## src/rtl/csrr_pkg.sv

```systemverilog
// ----------------------------------------------------------------------------
// csrr_pkg
// Shared constants, types and a byte-mask helper of the slot relay responder.
// ----------------------------------------------------------------------------
package csrr_pkg;

   localparam int QUEUE_DEPTH_DEF = 8;

   localparam int ID_W      = 11;
   localparam int LEN_W     = 4;
   localparam int DATA_W    = 64;
   localparam int OFS_W     = 5;
   localparam int RID_W     = 16;
   localparam int HDR_W     = LEN_W + ID_W;
   localparam int ENTRY_W   = HDR_W + DATA_W;
   localparam int CSR_IDX_W = 2;
   localparam int CSR_DAT_W = 11;

   localparam logic [OFS_W-1:0] WINDOW_SPAN = 5'h1F;
   localparam logic [OFS_W-1:0] OFS_STATUS  = 5'h10;
   localparam logic [LEN_W-1:0] HDR_BYTES   = 4'd3;
   localparam logic [LEN_W-1:0] FRAG_BYTES  = 4'd5;
   localparam logic [LEN_W-1:0] MAX_BYTES   = 4'd8;
   localparam logic [LEN_W-1:0] STATUS_LEN  = 4'd2;
   localparam logic [7:0]       BYTE_MASK   = 8'hFF;

   localparam logic [CSR_IDX_W-1:0] CSR_WIN_BASE = 2'd0;
   localparam logic [CSR_IDX_W-1:0] CSR_SEND_OFS = 2'd1;
   localparam logic [CSR_IDX_W-1:0] CSR_RECV_OFS = 2'd2;

   localparam logic [ID_W-1:0]  WIN_BASE_RST = 11'd0;
   localparam logic [OFS_W-1:0] SEND_OFS_RST = 5'd17;
   localparam logic [OFS_W-1:0] RECV_OFS_RST = 5'd18;

   localparam logic PORT_UPLINK   = 1'b0;
   localparam logic PORT_DOWNLINK = 1'b1;

   typedef struct packed {
      logic push;
      logic pop;
   } q_ctrl_type;

   typedef struct packed {
      logic              valid;
      logic              recv;
      logic              port;
      logic [RID_W-1:0]  id;
      logic [LEN_W-1:0]  len;
      logic [DATA_W-1:0] payload;
   } s1_word_type;

   function automatic logic [DATA_W-1:0] bytes_mask(input logic [LEN_W-1:0] n);
      logic [DATA_W-1:0] m;
      m = '0;
      for (int i = 0; i < 8; i++) begin
         m[i*8 +: 8] = (LEN_W'(i) < n) ? BYTE_MASK : 8'h00;
      end
      return m;
   endfunction

endpackage

```

## src/rtl/csrr_queue.sv

```systemverilog
// ----------------------------------------------------------------------------
// csrr_queue
// Captured frame queue: one memory, write and read pointers, fill count.
// A push onto a full queue drops the oldest entry.
// ----------------------------------------------------------------------------
module csrr_queue
   import csrr_pkg::*;
#(
   parameter int QUEUE_DEPTH = QUEUE_DEPTH_DEF
) (
   input  logic               clock,
   input  logic               reset,
   input  q_ctrl_type         ctrl,
   input  logic [ENTRY_W-1:0] wr_data,
   output logic               empty,
   output logic [ENTRY_W-1:0] rd_data
);

   localparam int PTR_W = (QUEUE_DEPTH > 1) ? $clog2(QUEUE_DEPTH) : 1;
   localparam int CNT_W = $clog2(QUEUE_DEPTH + 1);
   localparam logic [PTR_W-1:0] PTR_LAST = PTR_W'(QUEUE_DEPTH - 1);
   localparam logic [CNT_W-1:0] CNT_FULL = CNT_W'(QUEUE_DEPTH);

   logic [ENTRY_W-1:0] mem [QUEUE_DEPTH];
   logic [ENTRY_W-1:0] rd_ff;
   logic [PTR_W-1:0]   wp_ff, wp_in, rp_ff, rp_in;
   logic [CNT_W-1:0]   cnt_ff, cnt_in;
   logic               full;

   assign full    = (cnt_ff == CNT_FULL);
   assign empty   = (cnt_ff == '0);
   assign rd_data = rd_ff;

   always_comb begin
      wp_in  = wp_ff;
      rp_in  = rp_ff;
      cnt_in = cnt_ff;
      if (ctrl.push) begin
         wp_in = (wp_ff == PTR_LAST) ? '0 : wp_ff + 1'b1;
         if (full) begin
            rp_in = (rp_ff == PTR_LAST) ? '0 : rp_ff + 1'b1;
         end else begin
            cnt_in = cnt_ff + 1'b1;
         end
      end else if (ctrl.pop) begin
         rp_in  = (rp_ff == PTR_LAST) ? '0 : rp_ff + 1'b1;
         cnt_in = cnt_ff - 1'b1;
      end
   end

   always_ff @(posedge clock) begin
      if (reset) begin
         wp_ff  <= '0;
         rp_ff  <= '0;
         cnt_ff <= '0;
      end else begin
         wp_ff  <= wp_in;
         rp_ff  <= rp_in;
         cnt_ff <= cnt_in;
      end
   end

   always_ff @(posedge clock) begin
      if (ctrl.push) begin
         mem[wp_ff] <= wr_data;
      end
      if (ctrl.pop) begin
         rd_ff <= mem[rp_ff];
      end
   end

endmodule

```

## src/rtl/csrr_out.sv

```systemverilog
// ----------------------------------------------------------------------------
// csrr_out
// Result register with a second-fragment holding stage. Splits a popped
// queue entry into one or two uplink fragments.
// ----------------------------------------------------------------------------
module csrr_out
   import csrr_pkg::*;
(
   input  logic               clock,
   input  logic               reset,
   input  s1_word_type        s1,
   input  logic [ENTRY_W-1:0] rd_data,
   output logic               s1_take,
   output logic               rsp_valid,
   input  logic               rsp_ready,
   output logic               rsp_reply_port,
   output logic [RID_W-1:0]   rsp_reply_id,
   output logic [LEN_W-1:0]   rsp_reply_length,
   output logic [DATA_W-1:0]  rsp_reply_payload,
   output logic               rsp_last_of_run
);

   logic               valid_ff, pend_ff;
   logic               port_ff, last_ff;
   logic [RID_W-1:0]   id_ff;
   logic [LEN_W-1:0]   len_ff, pend_len_ff;
   logic [DATA_W-1:0]  pay_ff, pend_pay_ff;

   logic [LEN_W-1:0]   flen, first_n, len1, len2;
   logic [ID_W-1:0]    fid;
   logic [DATA_W-1:0]  data, mask1, pay1, pay2;
   logic [23:0]        head;
   logic               split, out_free, rsp_fire;

   assign flen    = rd_data[ENTRY_W-1 -: LEN_W];
   assign fid     = rd_data[DATA_W +: ID_W];
   assign data    = rd_data[DATA_W-1:0];
   assign split   = (flen > FRAG_BYTES);
   assign first_n = split ? FRAG_BYTES : flen;
   assign mask1   = bytes_mask(first_n);
   assign head    = {4'b0, flen, fid[7:0], 5'b0, fid[ID_W-1:8]};
   assign pay1    = {data[39:0] & mask1[39:0], head};
   assign pay2    = {16'b0, data[63:40], head};
   assign len1    = first_n + HDR_BYTES;
   assign len2    = flen - (FRAG_BYTES - HDR_BYTES);

   assign rsp_fire = valid_ff && rsp_ready;
   assign out_free = !valid_ff || (rsp_ready && !pend_ff);
   assign s1_take  = s1.valid && out_free;

   always_ff @(posedge clock) begin
      if (reset) begin
         valid_ff <= 1'b0;
         pend_ff  <= 1'b0;
      end else if (s1_take) begin
         valid_ff <= 1'b1;
         pend_ff  <= s1.recv && split;
      end else if (rsp_fire) begin
         if (pend_ff) begin
            pend_ff <= 1'b0;
         end else begin
            valid_ff <= 1'b0;
         end
      end
   end

   always_ff @(posedge clock) begin
      if (s1_take) begin
         port_ff <= s1.port;
         id_ff   <= s1.id;
         if (s1.recv) begin
            len_ff      <= len1;
            pay_ff      <= pay1;
            last_ff     <= !split;
            pend_len_ff <= len2;
            pend_pay_ff <= pay2;
         end else begin
            len_ff  <= s1.len;
            pay_ff  <= s1.payload;
            last_ff <= 1'b1;
         end
      end else if (rsp_fire && pend_ff) begin
         len_ff  <= pend_len_ff;
         pay_ff  <= pend_pay_ff;
         last_ff <= 1'b1;
      end
   end

   assign rsp_valid         = valid_ff;
   assign rsp_reply_port    = port_ff;
   assign rsp_reply_id      = id_ff;
   assign rsp_reply_length  = len_ff;
   assign rsp_reply_payload = pay_ff;
   assign rsp_last_of_run   = last_ff;

endmodule

```

## src/rtl/can_slot_relay_responder.sv

```systemverilog
// ----------------------------------------------------------------------------
// can_slot_relay_responder
// Two-bus CAN slot relay: queues downlink frames, answers uplink frames in
// the slot window with status, forward or queued-frame fragments.
//
//   channel  dir   handshake              payload
//   req      in    req_valid/req_ready    cmd, frame id/length/payload, pins
//   rsp      out   rsp_valid/rsp_ready    reply port/id/length/payload, last
//   csr      in    csr_valid/csr_ready    csr_index, csr_data
//
// A word is taken every cycle unless rsp_ready stalls the output; a receive
// request that splits into two fragments holds the result register until both are sent.
// The path runs through decode plus queue memory read, then the result register.
// Synchronous reset clears pointers, count, CSR registers and valids; the queue
// memory is not cleared. csr_ready is always high.
// ----------------------------------------------------------------------------
module can_slot_relay_responder
   import csrr_pkg::*;
#(
   parameter int QUEUE_DEPTH = QUEUE_DEPTH_DEF
) (
   input  logic                 clock,
   input  logic                 reset,
   input  logic                 req_valid,
   output logic                 req_ready,
   input  logic                 req_cmd,
   input  logic [ID_W-1:0]      req_frame_id,
   input  logic [LEN_W-1:0]     req_frame_length,
   input  logic [DATA_W-1:0]    req_frame_payload,
   input  logic [5:0]           req_endstop_pins,
   input  logic [2:0]           req_fault_pins,
   output logic                 rsp_valid,
   input  logic                 rsp_ready,
   output logic                 rsp_reply_port,
   output logic [RID_W-1:0]     rsp_reply_id,
   output logic [LEN_W-1:0]     rsp_reply_length,
   output logic [DATA_W-1:0]    rsp_reply_payload,
   output logic                 rsp_last_of_run,
   input  logic                 csr_valid,
   output logic                 csr_ready,
   input  logic [CSR_IDX_W-1:0] csr_index,
   input  logic [CSR_DAT_W-1:0] csr_data
);

   logic [ID_W-1:0]  win_base_ff;
   logic [OFS_W-1:0] send_ofs_ff, recv_ofs_ff;

   s1_word_type s1_ff, s1_in;
   q_ctrl_type  q_ctrl;
   logic        s1_take, q_empty, req_fire;
   logic [ENTRY_W-1:0] rd_data;

   logic [LEN_W-1:0]  len_c, fwd_len;
   logic [DATA_W-1:0] pay_m;
   logic [ID_W:0]     win_top, sum_status, sum_recv;
   logic [ID_W-1:0]   diff;
   logic [OFS_W-1:0]  offset;
   logic              in_win, is_status, is_send, is_recv, do_fwd;

   assign csr_ready = 1'b1;

   always_ff @(posedge clock) begin
      if (reset) begin
         win_base_ff <= WIN_BASE_RST;
         send_ofs_ff <= SEND_OFS_RST;
         recv_ofs_ff <= RECV_OFS_RST;
      end else if (csr_valid) begin
         unique case (csr_index)
            CSR_WIN_BASE: win_base_ff <= csr_data;
            CSR_SEND_OFS: send_ofs_ff <= csr_data[OFS_W-1:0];
            CSR_RECV_OFS: recv_ofs_ff <= csr_data[OFS_W-1:0];
            default: ;
         endcase
      end
   end

   assign req_ready = !s1_ff.valid || s1_take;
   assign req_fire  = req_valid && req_ready;

   assign len_c      = (req_frame_length > MAX_BYTES) ? MAX_BYTES : req_frame_length;
   assign pay_m      = req_frame_payload & bytes_mask(len_c);
   assign win_top    = {1'b0, win_base_ff} + {{(ID_W-OFS_W+1){1'b0}}, WINDOW_SPAN};
   assign sum_status = {1'b0, win_base_ff} + {{(ID_W-OFS_W+1){1'b0}}, OFS_STATUS};
   assign sum_recv   = {1'b0, win_base_ff} + {{(ID_W-OFS_W+1){1'b0}}, recv_ofs_ff};
   assign diff       = req_frame_id - win_base_ff;
   assign offset     = diff[OFS_W-1:0];
   assign in_win     = req_cmd && (req_frame_id >= win_base_ff) &&
                       ({1'b0, req_frame_id} <= win_top);
   assign is_status  = in_win && (offset == OFS_STATUS);
   assign is_send    = in_win && !is_status && (offset == send_ofs_ff);
   assign is_recv    = in_win && !is_status && !is_send && (offset == recv_ofs_ff);
   assign do_fwd     = is_send && (len_c >= HDR_BYTES);
   assign fwd_len    = len_c - HDR_BYTES;

   assign q_ctrl.push = req_fire && !req_cmd;
   assign q_ctrl.pop  = req_fire && is_recv && !q_empty;

   always_comb begin
      s1_in = s1_ff;
      if (req_fire) begin
         s1_in.valid   = is_status || do_fwd || (is_recv && !q_empty);
         s1_in.recv    = is_recv;
         s1_in.port    = do_fwd ? PORT_DOWNLINK : PORT_UPLINK;
         s1_in.len     = is_status ? STATUS_LEN : fwd_len;
         s1_in.id      = is_status ? {{(RID_W-ID_W-1){1'b0}}, sum_status}
                       : is_recv   ? {{(RID_W-ID_W-1){1'b0}}, sum_recv}
                       : {req_frame_payload[7:0], req_frame_payload[15:8]};
         s1_in.payload = is_status
                       ? {{(DATA_W-11){1'b0}}, ~req_fault_pins, 2'b0, ~req_endstop_pins}
                       : (req_frame_payload >> 24) & bytes_mask(fwd_len);
      end else if (s1_take) begin
         s1_in.valid = 1'b0;
      end
   end

   always_ff @(posedge clock) begin
      if (reset) begin
         s1_ff.valid <= 1'b0;
      end else begin
         s1_ff.valid <= s1_in.valid;
      end
      s1_ff.recv    <= s1_in.recv;
      s1_ff.port    <= s1_in.port;
      s1_ff.id      <= s1_in.id;
      s1_ff.len     <= s1_in.len;
      s1_ff.payload <= s1_in.payload;
   end

   csrr_queue #(
      .QUEUE_DEPTH (QUEUE_DEPTH)
   ) u_queue (
      .clock   (clock),
      .reset   (reset),
      .ctrl    (q_ctrl),
      .wr_data ({len_c, req_frame_id, pay_m}),
      .empty   (q_empty),
      .rd_data (rd_data)
   );

   csrr_out u_out (
      .clock             (clock),
      .reset             (reset),
      .s1                (s1_ff),
      .rd_data           (rd_data),
      .s1_take           (s1_take),
      .rsp_valid         (rsp_valid),
      .rsp_ready         (rsp_ready),
      .rsp_reply_port    (rsp_reply_port),
      .rsp_reply_id      (rsp_reply_id),
      .rsp_reply_length  (rsp_reply_length),
      .rsp_reply_payload (rsp_reply_payload),
      .rsp_last_of_run   (rsp_last_of_run)
   );

endmodule
```

## config.mk

```make
export PLATFORM = sky130hd
export DESIGN_NAME = can_slot_relay_responder
export DESIGN_NICKNAME = d
export VERILOG_FILES = /design/src/rtl/csrr_pkg.sv /design/src/rtl/csrr_queue.sv /design/src/rtl/csrr_out.sv /design/src/rtl/can_slot_relay_responder.sv
export SDC_FILE = /design/constraint.sdc
export NUM_CORES = 1
export LEC_CHECK = 0
export BUFFER_PORTS_ARGS = -buffer_cell sky130_fd_sc_hd__buf_2
export CAP_MARGIN = 20
export CORE_ASPECT_RATIO = 0.7
export CORE_MARGIN = 1
export CORE_UTILIZATION = 61
export CTS_CLUSTER_DIAMETER = 40
export DETAILED_ROUTE_END_ITERATION = 6
export GPL_TIMING_DRIVEN = 0
export PLACE_DENSITY = 0.79
export SETUP_SLACK_MARGIN = 0.2
export SYNTH_ARGS = -nofsm -noshare
export SYNTH_HDL_FRONTEND = slang
export SYNTH_HIERARCHICAL = 1
export SYNTH_SLANG_ARGS = --single-unit
```

## constraint.sdc

```tcl
create_clock -name clock -period 12.4 [get_ports clock]
set_input_delay 1.24 -clock clock [delete_from_list [all_inputs] [get_ports clock]]
set_output_delay 1.24 -clock clock [all_outputs]
set_load 0.01 [all_outputs]
```

# [Yosys cells after proc, flatten, opt, wreduce, memory -nomap -nowiden]
# Memory sizes are Yosys's and may differ from the RTL's. A register that Yosys moved wholly into a read port is not among the register bits.
# Index checks and enable logic that the tools add are counted.
[op_classes] add_sub_neg=11 n_mul=0 div_mod_pow=0 order_cmp=26 n_eq_ne=11 shifts=0 mux=53 bitwise_logic=5 n_reduce_logical=44
[ops] cell="64-bit two-way mux" n=3
[ops] cell="8-bit two-way mux" n=21
[ops] cell="40-bit by 64-bit AND with 64-bit output" n=1
[ops] cell="64-bit AND" n=1
[ops] cell="40-bit AND" n=1
[ops] cell="3-bit by 4-bit < comparator with 1-bit output, first input constant" n=9
[ops] cell="4-bit two-way mux" n=8
[ops] cell="11-bit by 5-bit adder with 12-bit output, second input constant" n=2
[ops] cell="1-bit by 4-bit < comparator with 1-bit output, first input constant" n=6
[ops] cell="2-bit by 4-bit < comparator with 1-bit output, first input constant" n=6
[ops] cell="12-bit two-way mux" n=2
[ops] cell="1-bit logical AND" n=18
[ops] cell="3-bit two-way mux" n=5
[ops] cell="2-bit AND reduction" n=7
[ops] cell="1-bit two-way mux" n=13
[ops] cell="11-bit by 5-bit adder with 12-bit output" n=1
[ops] cell="11-bit by 12-bit less-or-equal comparator with 1-bit output" n=1
[ops] cell="11-bit greater-or-equal comparator" n=1
[ops] cell="11-bit two-way mux" n=1
[ops] cell="5-bit == test" n=2
[ops] cell="1-bit zero test" n=8
[ops] cell="2-bit nonzero test" n=4
[ops] cell="4-bit by 2-bit subtractor with 4-bit output, second input constant" n=2
[ops] cell="3-bit by 1-bit adder with 3-bit output, second input constant" n=2
[ops] cell="20 further kinds" n=25
[totals] register_bits=249 latch_bits=0 mem_bits_rw=632 mem_bits_ro=0 inputBits=107 output_inout_bits=89 word_cells=174 n_memories=1
[memory_table] memory="u_queue.mem" words=8 width=79 rd=1 rd_ports_with_merged_regs=1 write_ports=1 line="csrr_queue.sv:24" source="logic [ENTRY_W-1:0] mem [QUEUE_DEPTH];"

# [Depth between registers and ports, before layout]
# Gate-level depths: netlist (run 1).
[depth] word_depth=14 depth_mapped=17 ltp_nobuf=17

# [Hierarchy]
# The synthesis (run 1) kept the hierarchy.
[modules_own_cells] mod="csrr_queue" instances=1 cells_each=1062 area_each_um2=26654.3 seq_area_each_um2=21550.7
[modules_own_cells] mod="csrr_out" instances=1 cells_each=362 area_each_um2=5649.2 seq_area_each_um2=3883.7
[modules_own_cells] mod="can_slot_relay_responder" instances=1 cells_each=541 area_each_um2=5308.8 seq_area_each_um2=2302.2

# [Least setup slack after synthesis (run 1)]
# OpenSTA, ideal clock, no wires.
[synth_timing] kind="input-to-reg" startpoint="in req_frame_id[0]" endpoint="reg u_queue.rp_ff[2]" setup_time_ns=0.128 t_arrival_ns=9.747 required_time_ns=12.272 setup_slack_ns=2.526 path_stages=14 path_cell_list="inv_1 -> ha_1 -> inv_1 -> fa_1 -> xnor2_1 -> xnor2_1 -> a2111oi_4 -> o211ai_4 -> nor2_1 -> nand2_1 -> nor3_1 -> a22o_1 -> mux2i_1 -> nor2_1"
[synth_lines] element="from (decl)" line="can_slot_relay_responder.sv:27" source="input logic [ID_W-1:0] req_frame_id,"
[synth_lines] element="to (signal assigned)" line="csrr_queue.sv:58" source="rp_ff <= rp_in;"
[synth_lines] element="to (decl)" line="csrr_queue.sv:26" source="logic [PTR_W-1:0] wp_ff, wp_in, rp_ff, rp_in;"

==> results of run 1 <==
-- Yosys cell counts, drive strengths merged, types with 6 or more instances --
cell type | n | share of area (%)
and2 | 49 | 0.81
inv | 49 | 0.50
o21ai | 28 | 0.40
dfxtp | 34 | 1.8
nor3b | 10 | 0.20
clkbuf | 32 | 0.32
nor2 | 93 | 0.93
xnor2 | 19 | 0.44
mux2i | 38 | 1.0
a21oi | 69 | 0.92
buf | 54 | 1.0
ha | 44 | 1.5
edfxtp | 901 | 72
and3 | 9 | 0.15
xor2 | 7 | 0.16
nor3 | 13 | 0.17
nand2b | 19 | 0.34
nand3 | 25 | 0.33
nand2 | 32 | 0.32
mux4 | 158 | 9.5
nor4 | 7 | 0.12
nor2b | 68 | 1.1
mux2 | 132 | 4.1
a21o | 6 | 0.12
-- flip-flops by register name, summed over array words and instances (netlist names) --
signal	flops
send_ofs_ff	5
s1_ff	63
u_queue/rp_ff	3
u_out/rsp_reply_length	4
u_out/rsp_valid	1
recv_ofs_ff	5
u_out/pend_pay_ff	38
u_queue/wp_ff	3
u_queue/cnt_ff	4
win_base_ff	11
u_queue/mem	632
u_queue/rd_data	79
u_out/pend_ff	1
u_out/rsp_reply_port	1
u_out/rsp_last_of_run	1
u_out/rsp_reply_id	16
u_out/rsp_reply_payload	64
u_out/pend_len_ff	4
-- routing by layer --
layer | part of all wire [%] | global-route usage [%] | wire length, microns
met4 | 3.3 | 10.7 | 3010
met2 | 47 | 45.4 | 43100
met3 | 12 | 8.21 | 11100
met5 | 0.031 | 0 | 29
met1 | 38 | 42.3 | 34800
-- worst min-delay path by stage --
| stage | start | endpoint | slack [ps] | depth (start not counted) |
|---|---|---|---|---|
| floorplan | u_queue/rd_data[40] | u_out/pend_pay_ff[24] | 400 | 0 |
| global placement | u_queue/rd_data[46] | u_out/pend_pay_ff[30] | 400 | 0 |
| detailed placement | u_queue/rd_data[46] | u_out/pend_pay_ff[30] | 400 | 0 |
| CTS | u_queue/rd_data[63] | u_out/pend_pay_ff[47] | 420 | 0 |
| global route | u_queue/rd_data[57] | u_out/pend_pay_ff[41] | 430 | 0 |
| finish | u_queue/rd_data[63] | u_out/pend_pay_ff[47] | 420 | 0 |
-- power groups by stage --
stage	Combinational [mW]	Clock [mW]	Sequential, mW
final	0.310	2.88	3.52
after global routing	0.331	3.03	3.53
after detailed placement	0.301	0	3.59
after floorplan	0.185	0	3.59
after global placement	0.278	0	3.60
after CTS	0.306	2.92	3.52
-- metrics by stage --
| step | setup slack [ps] | instance area [sq um] | hold slack [ps] |
|---|---|---|---|
| after floorplan | 2530 | 37700 | 400 |
| after global placement | -3380 | 39700 | 403 |
| after detailed placement | 6700 | 40600 | 405 |
| after CTS | 6630 | 43700 | 416 |
| after global routing | 6310 | 43700 | 425 |
| final | 6430 | 43800 | 416 |
-- cell type report --
cell class	count	area (sq um)
diodes	1	2.50
fillers	3400	16700
repair buffers	248	1790
clock buffers	110	2430
multi-input cells	917	9340
flip-flops and latches	935	27700
inverters	50	193
well taps	808	1010
plain buffers	86	512
clock inverters	70	732
-- worst max-delay path: stages, from the launching register on --
cell and delay [ps]:
dfxtp_1 380, nor4_1 900, a21oi_1 220, xnor2_1 350, ha_1 320, a21oi_1 160
o22ai_1 100, a2111o_1 440, a32oi_2 780, nand2_1 440, nor3_2 750, buf_6 290
buf_8 170, buf_6 180, buf_6 170
-- kinds of logic after synthesis --
| kind of cell | count (synthesis) | share of synthesized area, % |
|---|---|---|
| DFF | 935 | 73.7 |
| and+or+nand+nor | 340 | 4.84 |
| muxes | 328 | 14.6 |
| AOI/OAI and AO/OA | 149 | 2.62 |
| buffers and inverters | 136 | 1.87 |
| adders and majority gates | 47 | 1.62 |
| xor gates and xnor gates | 28 | 0.725 |
| other | 2 | 0.0200 |
==> flow_metrics.env, run 1 <==
export IMPL_cts_tree="done"
export IMPL_setup_violations=0
export IMPL_placed_cells=3043
export IMPL_layout_drive_gt1_share_pct=31.5
export IMPL_mappedNetlistArea_sq_um=37600
export IMPL_first_pass_iters=5
export IMPL_seq_power_share_pct=52.5
export IMPL_finalClockSkew_ps=23.2
export IMPL_finish_utilization_pct=72.4
export IMPL_layout_commonest_cell="edfxtp_1"
export IMPL_relSlewSlack_pct=21.7
export IMPL_p_switching_mw=1.43
export IMPL_fp_dieH_microns=210
export IMPL_synth_cells=1965
export IMPL_seq_area_frac_synth_pct=73.7
export IMPL_wl_per_cell_microns=28.6
export IMPL_synth_edf_count=901
export IMPL_clock_sinks=935
export IMPL_start_util_pct=62.2
export IMPL_nets=2487
export IMPL_syn_avg_cell_area_sq_um=19.1
export IMPL_startpoint="win_base_ff[0]"
export IMPL_numPortBuffers=192
export IMPL_intPower_mw=5.29
export IMPL_maxCapViolCount=0
export IMPL_path_clk_slew_ps=60
export IMPL_p_sw_share_pct=21.3
export IMPL_finalHoldViolations=0
export IMPL_grt_pass1_wl_microns=134000
export IMPL_clk_latency_ps=670
export IMPL_ys_warn_count=6
export IMPL_cts_resized=0
export IMPL_ios=196
export IMPL_power_total_mw=6.72
export IMPL_dieWidth_microns=299
export IMPL_ant_nets=0
export IMPL_worstSetupPathType="flip-flop to flip-flop"
export IMPL_fmax_mhz=168
export IMPL_cp_max_fo=11
export IMPL_tightest_slew_ps=1170
export IMPL_area_delta_synth_final_pct=16.3
export IMPL_core_area_sq_um=60400
export IMPL_r2r_start="win_base_ff[0]"
export IMPL_ir_worst_vdd_uv=165
export IMPL_rsz0062_at_grt="false"
export IMPL_start_kind="flip-flop"
export IMPL_grt_pass1_vias=20692
export IMPL_cp_endpoint="u_queue/rd_data[48]"
export IMPL_grt_overflow_total=0
export IMPL_drc_errors=0
export IMPL_grt_usage_pct=29.9
export IMPL_layout_min_cycle_time_ps=5970
export IMPL_worstReg2RegEnd="u_queue/rd_data[48]"
export IMPL_period_share_pct=48.1
export IMPL_synth_seq_cells=935
export IMPL_num_rows=75
export IMPL_rrSetupSlack_ps=6430
export IMPL_ys_types=72
export IMPL_die_area_sq_um=62700
export IMPL_drt_total_wl_microns=92100
export IMPL_worstRegToRegCells=14
export IMPL_required_ps=12770
export IMPL_p_leak_nw=14.8
export IMPL_drtIter0Drc=2309
export IMPL_hpwlAfterDp_microns=61100
export IMPL_layout_common_cells="edfxtp_1 (901), buf_2 (221), mux4_2 (158), mux2_2 (116), clkbuf_16 (95)"
export IMPL_cts_htree_levels=3
export IMPL_status="finished, final reports clean"
export IMPL_ctsHoldBuffers=0
export IMPL_gp_congestion=0.888
export IMPL_p_per_area_nw_per_um2=154
export IMPL_antenna_found_initial=5
export IMPL_hold_path_class="flip-flop to flip-flop"
export IMPL_routed_via_density=6.37
export IMPL_endpoint_kind="flip-flop"
export IMPL_clock_path_buffers=3
export IMPL_grt_max_degree=48
export IMPL_cts_setup_buffers=0
export IMPL_setup_tns_ps=0
export IMPL_clockPowerShare_pct=42.9
export IMPL_final_cells=3225
export IMPL_synthFlopType="edfxtp_1"
export IMPL_synth_async_reset_ratio_pct=0
export IMPL_arrival_ps=6330
export IMPL_cts_buffers=95
export IMPL_p_comb_share_pct=4.6
export IMPL_drv_slew=0
export IMPL_vias=20545
export IMPL_cts_root_buf="clkbuf_16"
Note: power is estimated with default switching activity, not from simulation.
==> run 2: changes to the inputs <==
==> constraint.sdc (replaced) <==
create_clock -name clock -period 5.7 [get_ports clock]
set_input_delay 0.57 -clock clock [delete_from_list [all_inputs] [get_ports clock]]
set_output_delay 0.57 -clock clock [all_outputs]
set_load 0.01 [all_outputs]
==> run 2 against run 1 <==
Sequential power grew 120%; die area stayed put; non-clock buffer count decreased by 11; utilization increased by 0.51 points; maximum frequency grew 13%; largest power group unchanged; highest routed layer unchanged.
==> flow_metrics.env, run 2 (synthesis results as in run 1) <==
export IMPL_antenna_found_initial=3
export IMPL_p_leak_nw=14.9
export IMPL_grt_pass1_vias=20467
export IMPL_start_kind="flip-flop"
export IMPL_worst_path_buf_inv=2
export IMPL_drtIter0Drc=2516
export IMPL_critPathMaxStageDelay_ps=590
export IMPL_fin_area_sq_um=44100
export IMPL_numPortBuffers=192
export IMPL_finalClockSkew_ps=19.2
export IMPL_hpwlAfterDp_microns=61100
export IMPL_grt_usage_pct=30.1
export IMPL_hold_slack_ps=157
export IMPL_cts_buffers=98
export IMPL_cp_max_fo=16
export IMPL_grt_overflow_total=0
export IMPL_relSlewSlack_pct=18.8
export IMPL_cts_root_buf="clkbuf_16"
export IMPL_status="finished, final reports clean"
export IMPL_wl_per_cell_microns=28.9
export IMPL_use_met2_pct=46.5
export IMPL_p_per_area_nw_per_um2=338
export IMPL_setup_violations=0
export IMPL_ctsHoldBuffers=0
export IMPL_fp_dieH_microns=210
export IMPL_vias=20522
export IMPL_path_clk_slew_ps=60
export IMPL_worstSetupPathType="flip-flop to flip-flop"
export IMPL_layout_common_cells="edfxtp_1 (901), buf_2 (220), mux4_2 (158), mux2_2 (116), clkbuf_16 (100)"
export IMPL_tightest_slew_ps=1220
export IMPL_hold_path_class="input pin to flip-flop"
export IMPL_slowest_stage="a32oi_4"
export IMPL_layout_min_cycle_time_ps=5280
export IMPL_first_pass_iters=5
export IMPL_num_rows=75
export IMPL_p_sw_share_pct=21.8
export IMPL_endpoint_kind="flip-flop"
export IMPL_drt_total_wl_microns=93000
export IMPL_largest_reg_flops=632
export IMPL_layout_drive_gt1_share_pct=31.8
export IMPL_nFillCells=3393
export IMPL_layout_commonest_cell="edfxtp_1"
export IMPL_grtUsageMet1_pct=43.3
export IMPL_finish_utilization_pct=72.9
export IMPL_placed_cell_area_sq_um=40700
export IMPL_ios=196
export IMPL_drc_errors=0
export IMPL_drv_slew=0
export IMPL_intPower_mw=11.6
export IMPL_grt_pass1_wl_microns=134000
export IMPL_maxCapViolCount=0
export IMPL_dieWidth_microns=299
export IMPL_clk_latency_ps=660
export IMPL_top_usage_layer="met2"
export IMPL_period_share_pct=92.6
export IMPL_core_area_sq_um=60400
export IMPL_p_switching_mw=3.24
export IMPL_clock_path_buffers=3
export IMPL_ant_nets=0
export IMPL_routed_via_density=6.38
export IMPL_p_comb_share_pct=4.6
export IMPL_start_util_pct=62.2
export IMPL_gp_congestion=0.884
export IMPL_area_delta_synth_final_pct=17.1
export IMPL_pre_cts_ws_ps=630
export IMPL_path_cells="inv_1 > ha_1 > nand3_1 > a21oi_1 > nor3_1 > xnor2_1 > ha_1 > nand3_1 > o22ai_1 > a2111o_1 > a32oi_4 > nand2_1 > nor3_4 > buf_16 > nor2_1 > a21oi_2 > mux2i_1 > nor2_1"
export IMPL_required_ps=6220
export IMPL_fmax_mhz=189
export IMPL_layout_setup_ws_ps=420
export IMPL_ir_worst_vdd_uv=265
export IMPL_largest_register="u_queue/mem"
export IMPL_rsz0062_at_grt="false"
export IMPL_grt_use_met3_pct=7.15
export IMPL_die_area_sq_um=62700
export IMPL_cts_setup_buffers=0
export IMPL_critPathTopFamily="compound AO/OA/AOI/OAI gates"
export IMPL_cts_tree="done"
export IMPL_cts_htree_levels=3
export IMPL_clock_sinks=935
export IMPL_nets=2479
export IMPL_seq_power_share_pct=51.5
export IMPL_arrival_ps=5800
export IMPL_clockPowerShare_pct=43.9
export IMPL_cts_resized=0
export IMPL_grt_max_degree=53
export IMPL_finalHoldViolations=0
export IMPL_setup_tns_ps=0
-- run 2: cell count changes in the layout (fill, tap and decap cells not counted), moves of 5 or more --
cell       previous run  this run
inv_6                10        21
clkinv_2             15        10
buf_6                41        20
clkbuf_16            95       100
buf_16                2        16
clkbuf_1             46        40
-- run 2: final timing paths --
| path | depth (start not counted) | slack, ps | from | end |
|---|---|---|---|---|
| setup / recovery | 18 | 420 | win_base_ff[1] | u_queue/cnt_ff[1] |
| hold / removal | 3 | 160 | csr_data[7] | win_base_ff[7] |
| setup reg to reg | 18 | 420 | win_base_ff[1] | u_queue/cnt_ff[1] |
| hold reg to reg | 0 | 420 | u_queue/rd_data[43] | u_out/pend_pay_ff[27] |
-- run 2: metrics by stage --
stage / cells / power, mW
2_1_floorplan: 1988 / 8.21
3_3_place_gp: 2988 / 8.43
3_5_place_dp: 3032 / 8.48
4_1_cts: 3215 / 14.9
5_1_grt: 3216 / 15.2
6_report: 3218 / 14.9
-- run 2: layout make-up --
type	instances	area (sq um)	share of cell area, %
Buffer	86	512	1.16
Clock buffer	109	2540	5.76
Tap cell	808	1010	2.29
Inverter	50	193	0.437
Multi-Input combinational cell	917	9370	21.3
Timing Repair Buffer	237	1900	4.31
Clock inverter	74	793	1.80
Antenna cell	2	5.00	0.0114
Sequential cell	935	27700	63.0
-- run 2: worst min-delay path, delay by kind of cell --
kind | cells | cell delay, ps
AOI/OAI and AO/OA | 1 | 50
buffers and inverters | 1 | 80
and+or+nand+nor | 1 | 70
-- run 2: power by group through the flow --
stage / combinational [mW] / sequential, mW / clock [mW]
finish: 0.683 / 7.67 / 6.54
global route: 0.727 / 7.67 / 6.85
CTS: 0.673 / 7.67 / 6.58
detailed placement: 0.662 / 7.81 / 0
global placement: 0.607 / 7.82 / 0
floorplan: 0.406 / 7.81 / 0
-- run 2: metal layers --
metal / share of wire [%] / vias up
met5: 0.032 / -
li1: - / 8509
met1: 39 / 10524
met4: 3.1 / 6
met2: 47 / 1297
met3: 11 / 186
